--- src/rtl/pvsc_pkg.sv ---
`timescale 1ns / 1ps
// Package for the peak/valley step counter: word types, phase codes and constants.
// Depends on nothing; every other file of the block but pvsc_chan_if uses it.
package pvsc_pkg;

    localparam int unsigned LEVEL_W = 15;
    localparam int unsigned COUNT_W = 16;
    localparam int unsigned CFG_IDX_W = 2;

    localparam logic [LEVEL_W-1:0] TICK_WRAP = 15'd30000;
    localparam logic [LEVEL_W-1:0] LEVEL_RESET = 15'd1500;
    localparam logic [LEVEL_W-1:0] AMP_THRESHOLD_RESET = 15'd2000;
    localparam logic [LEVEL_W-1:0] MIN_GAP_RESET = 15'd150;

    localparam logic [1:0] OP_SAMPLE = 2'd0;
    localparam logic [1:0] OP_TICK = 2'd1;
    localparam logic [1:0] OP_CLEAR = 2'd2;

    localparam logic [1:0] PHASE_NONE = 2'd0;
    localparam logic [1:0] PHASE_RISING = 2'd1;
    localparam logic [1:0] PHASE_FALLING = 2'd2;

    localparam logic [CFG_IDX_W-1:0] REG_AMP_THRESHOLD = 2'd0;
    localparam logic [CFG_IDX_W-1:0] REG_MIN_GAP = 2'd1;

    typedef struct packed {
        logic [1:0]         opcode;
        logic [LEVEL_W-1:0] accel_magnitude;
    } in_word_t;

    typedef struct packed {
        logic [COUNT_W-1:0] step_count;
        logic               step_detected;
    } out_word_t;

    typedef struct packed {
        logic [CFG_IDX_W-1:0] reg_index;
        logic [LEVEL_W-1:0]   reg_data;
    } cfg_word_t;

    typedef struct packed {
        logic [LEVEL_W-1:0] amplitude_threshold;
        logic [LEVEL_W-1:0] min_gap_ticks;
    } cfg_regs_t;

    typedef struct packed {
        logic [LEVEL_W-1:0] previous_level;
        logic [LEVEL_W-1:0] valley_level;
        logic [1:0]         slope_phase;
        logic [LEVEL_W-1:0] gap_ticks;
        logic [COUNT_W-1:0] steps_total;
    } track_state_t;

endpackage

--- src/rtl/pvsc_step_logic.sv ---
`timescale 1ns / 1ps
// Combinational update of the tracking state for one input word, and its result word.
// Depends on pvsc_pkg.
module pvsc_step_logic #(
    parameter logic [pvsc_pkg::LEVEL_W-1:0] TICK_WRAP = pvsc_pkg::TICK_WRAP
) (
    input  pvsc_pkg::track_state_t state,
    input  pvsc_pkg::cfg_regs_t    regs,
    input  pvsc_pkg::in_word_t     word,
    output pvsc_pkg::track_state_t state_next,
    output pvsc_pkg::out_word_t    result
);
    logic [pvsc_pkg::LEVEL_W:0]   valley_plus_thr;
    logic [pvsc_pkg::LEVEL_W:0]   gap_inc;
    logic                         swing_ok;
    logic                         gap_ok;
    logic                         counted;
    logic [pvsc_pkg::LEVEL_W-1:0] level;

    assign level = word.accel_magnitude;
    // Swing exceeds threshold exactly when the peak is above valley plus threshold.
    assign valley_plus_thr = {1'b0, state.valley_level} + {1'b0, regs.amplitude_threshold};
    assign swing_ok = {1'b0, state.previous_level} > valley_plus_thr;
    assign gap_ok = state.gap_ticks > regs.min_gap_ticks;
    assign gap_inc = {1'b0, state.gap_ticks} + 16'd1;

    always_comb
    begin
        state_next = state;
        counted = 1'b0;
        case (word.opcode)
            pvsc_pkg::OP_SAMPLE:
            begin
                if (state.previous_level < level)
                begin
                    if (state.slope_phase == pvsc_pkg::PHASE_FALLING)
                    begin
                        state_next.valley_level = state.previous_level;
                    end
                    state_next.previous_level = level;
                    state_next.slope_phase = pvsc_pkg::PHASE_RISING;
                end
                else if (state.previous_level > level)
                begin
                    if (state.slope_phase == pvsc_pkg::PHASE_RISING && swing_ok && gap_ok)
                    begin
                        state_next.steps_total = state.steps_total + 16'd1;
                        state_next.gap_ticks = '0;
                        counted = 1'b1;
                    end
                    state_next.previous_level = level;
                    state_next.slope_phase = pvsc_pkg::PHASE_FALLING;
                end
            end
            pvsc_pkg::OP_TICK:
            begin
                // The 16-bit sum also covers the 15-bit overflow, which is past the wrap.
                if (gap_inc >= {1'b0, TICK_WRAP})
                begin
                    state_next.gap_ticks = '0;
                end
                else
                begin
                    state_next.gap_ticks = gap_inc[pvsc_pkg::LEVEL_W-1:0];
                end
            end
            pvsc_pkg::OP_CLEAR:
            begin
                state_next.steps_total = '0;
            end
            default:
            begin
                // The unused opcode leaves the state alone.
            end
        endcase
        result.step_count = state_next.steps_total;
        result.step_detected = counted;
    end
endmodule

--- config.mk ---
export PLATFORM = sky130hd
export DESIGN_NAME = pvsc_step_logic
export DESIGN_NICKNAME = d
export VERILOG_FILES = /design/src/rtl/pvsc_pkg.sv /design/src/rtl/pvsc_step_logic.sv
export SDC_FILE = /design/constraint.sdc
export NUM_CORES = 1
export LEC_CHECK = 0
export ABC_AREA = 1
export BUFFER_PORTS_ARGS = -buffer_cell sky130_fd_sc_hd__buf_2
export CAP_MARGIN = 20
export CORE_ASPECT_RATIO = 1.1
export CORE_MARGIN = 2
export CORE_UTILIZATION = 52
export DETAILED_ROUTE_END_ITERATION = 16
export PLACE_DENSITY = 0.9
export SETUP_SLACK_MARGIN = 0.02
export SLEW_MARGIN = 40
export SYNTH_ARGS = -nofsm -noshare
export SYNTH_HDL_FRONTEND = slang
export SYNTH_SLANG_ARGS = --single-unit
--- constraint.sdc ---
create_clock -name vclk -period 7.85
set_input_delay 0.785 -clock vclk [all_inputs]
set_output_delay 0.785 -clock vclk [all_outputs]
set_load 0.01 [all_outputs]
==> impl_metrics.yaml <==
status:
  status: "complete, no violations"
worst_setup_path:
  path_delay_family: "compound AO/OA/AOI/OAI gates"
  worstPathRequired_ns: 7.07
  worstSetupEndpointType: "primary output"
  cp_common_cell: "nand2_1"
  crit_path_start_kind: "input port"
  crit_chain: "buf_2 > ha_1 > fa_1 > a21oi_1 > o21ai_0 > a21boi_0 > xor2_1 > ha_1 > nand2_1 > inv_1 > nand2_1 > nor2_1 > nand2_1 > nand3_1 > nand2_1 > nand2_1 > nand2_1 > nand2_1 > nand3_4 > a21oi_2 > o21ai_0 > buf_2"
  worst-path-buf-inv: 3
  worst_path_max_delay_cell: "a21oi_2"
  arrival_ns: 4.47
  crit_type: "input port to primary output"
  critPathMaxFanout: 15
  slowest_delay_ns: 0.57
job:
  drv_cap: 0
power:
  p_per_area_nw_per_um2: 65.39
  p_leak_nw: 2.702
  power_frac_clock_pct: 0
  internal_power_mw: 0.1201
  power_mw: 0.2950
  p_seq_share_pct: 0
  vdd_drop_max_v: 0.00003489
  p_sw_mw: 0.1749
  sw_frac_of_total_pct: 59.30
  power_frac_comb_pct: 100.0
timing:
  period_share_pct: 66.91
  hold_viol: 0
  period_minus_slack_ns: 5.253
  slew_viol_final: 0
  slew_headroom_pct: 45.91
  rsz0062_at_grt: "false"
  setup_viol: 0
  max_clock_freq_mhz: 190.4
  tns_ns: 0
  worst_pin_slew_ns: 0.8087
layout:
  fillCellCount: 641
  multi_input_area_um2: 3064
  layout_common_cells: "190 x buf_2, 140 x nand2_1, 100 x inv_1"
  design.seq.count: 0
  layout-drive-gt1-share_pct: 29.52
  final_nets: 962
  stdcell_count: 871
  regArea_um2: 0
  final_common_cell: "buf_2"
  clkbuf_count: 0
  num_antenna_cells: 0
  fin_area_um2: 4512
  areaGrowthSynthToFinish_pct: 23.75
global_route:
  antenna_found_initial: 0
  grtUsageTotal_pct: 26.64
  grt_pass1_vias: 4369
  grt_max_degree: 31
  grt_pass1_wl_mm: 17.95
  grt.overflow.total: 0
floorplanning:
  initial_utilization_pct: 52.94
  die_w_um: 83.84
  core_um2: 6887
  core.rowCount: 32
  io-pin-count: 190
  die_area_um2: 7698
  die_h_um: 91.82
routing:
  top_layer: "met4"
  wirelength_mm: 10.73
  wirelength_met1_mm: 4.362
  wl_per_cell_um: 12.32
  via_per_inst: 5.255
  drc: 0
  via_count: 4577
  drtAntennaViolNets: 0
  first_pass_iters: 5
  drt_iter0_markers: 158
  met2_length_mm: 5.462
  route.met3.wl_um: 752
placed_design:
  place_area_um2: 4507
  io_buffers: 190
  numPlacedInstances: 871
  gp_congestion: 0.9100
  dp_hpwl_mm: 9.381
clock_tree:
  cts_hold_buf: 0
  ctsResizeCount: 0
  cts_setup_buffers: 0
synth:
  synth_top_area_cell: "ha_1"
  yosysUniqueCellTypes: 44
  synth_fp_nets: 798
  synth_top_area_share_pct: 21.62
  netlist_instances: 624
  syn_area_per_cell_um2: 5.843
  yosysWarnings: 0
  ys_seq_area_share_pct: 0
  synth.area.top_cells: "ha_1 22%, nand2_1 15%, inv_1 10%"
  synth_area_um2: 3646
hold_path:
  hold_class: "input port to primary output"
[stage by stage]
stage / utilization [%] / setup slack [ns] / hold slack [ns]
finish: 65.52 / 2.597 / 1.881
global route: 65.52 / 2.149 / 1.910
CTS: 65.44 / 2.593 / 1.881
detailed placement: 65.44 / 2.604 / 1.879
global placement: 65.44 / 2.737 / 1.882
floorplan: - / 3.235 / 1.672
[tightest hold or removal path, cell delays in order]
cell and delay, ns:
buf_2 0.09, mux2_1 0.11, buf_2 0.12
[final timing paths]
| path | slack, ns | depth (start not counted) | to | start |
|---|---|---|---|---|
| max | 2.60 | 22 | state_next[23] | state[33] |
| min | 1.88 | 3 | state_next[46] | state[46] |
[area by class of cell]
cell class | instances | share of cell area, %
well taps | 85 | 2.357
multi-input cells | 492 | 67.91
inverters | 104 | 8.652
repair buffers | 190 | 21.08
[per-layer routing]
layer  global-route usage (%)  up-vias
met5                        0        -
met4                    5.511        0
met3                    2.070       19
met2                    53.13      192
met1                    30.48     2004
li1                         -     2362
[cell usage after synthesis, types with 2 or more instances]
cell and n:
inv_1 100, a21oi_2 2, buf_4 19, a21oi_1 53, nor4_1 2, clkbuf_1 5
nor3_2 2, nand2_2 5, inv_2 4, xor2_1 18, o21ai_0 19, nand3_1 24
a21o_1 4, mux2_2 11, nor3_1 9, nand2_1 141, xnor2_1 3, a31oi_1 2
o21ai_2 2, ha_1 63, nor2_2 3, nor2_1 66, nand3b_1 5, nor2_4 4
buf_6 2, nand4_1 23, mux2_1 2, o21ai_1 15
[cell families (layout without fill, tap and decap cells)]
| kind of cell | count (synthesis) | in the layout | share of synthesized area [%] |
|---|---|---|---|
| AO/OA/AOI/OAI | 103 | 103 | 15.68 |
| XOR/XNOR | 21 | 21 | 5.045 |
| adder cells (fa/ha/maj) | 64 | 64 | 22.17 |
| buffers and inverters | 132 | 294 | 16.09 |
| multiplexers | 13 | 13 | 4.015 |
| AND/OR/NAND/NOR | 291 | 291 | 36.99 |
[power by group through the flow]
| stage | clock (mW) | sequential (mW) | combinational (mW) |
|---|---|---|---|
| after floorplan | 0 | 0 | 0.193 |
| after global placement | 0 | 0 | 0.285 |
| after detailed placement | 0 | 0 | 0.293 |
| after CTS | 0 | 0 | 0.295 |
| after global routing | 0 | 0 | 0.335 |
| final | 0 | 0 | 0.295 |
(Power assumes the default switching activity.)
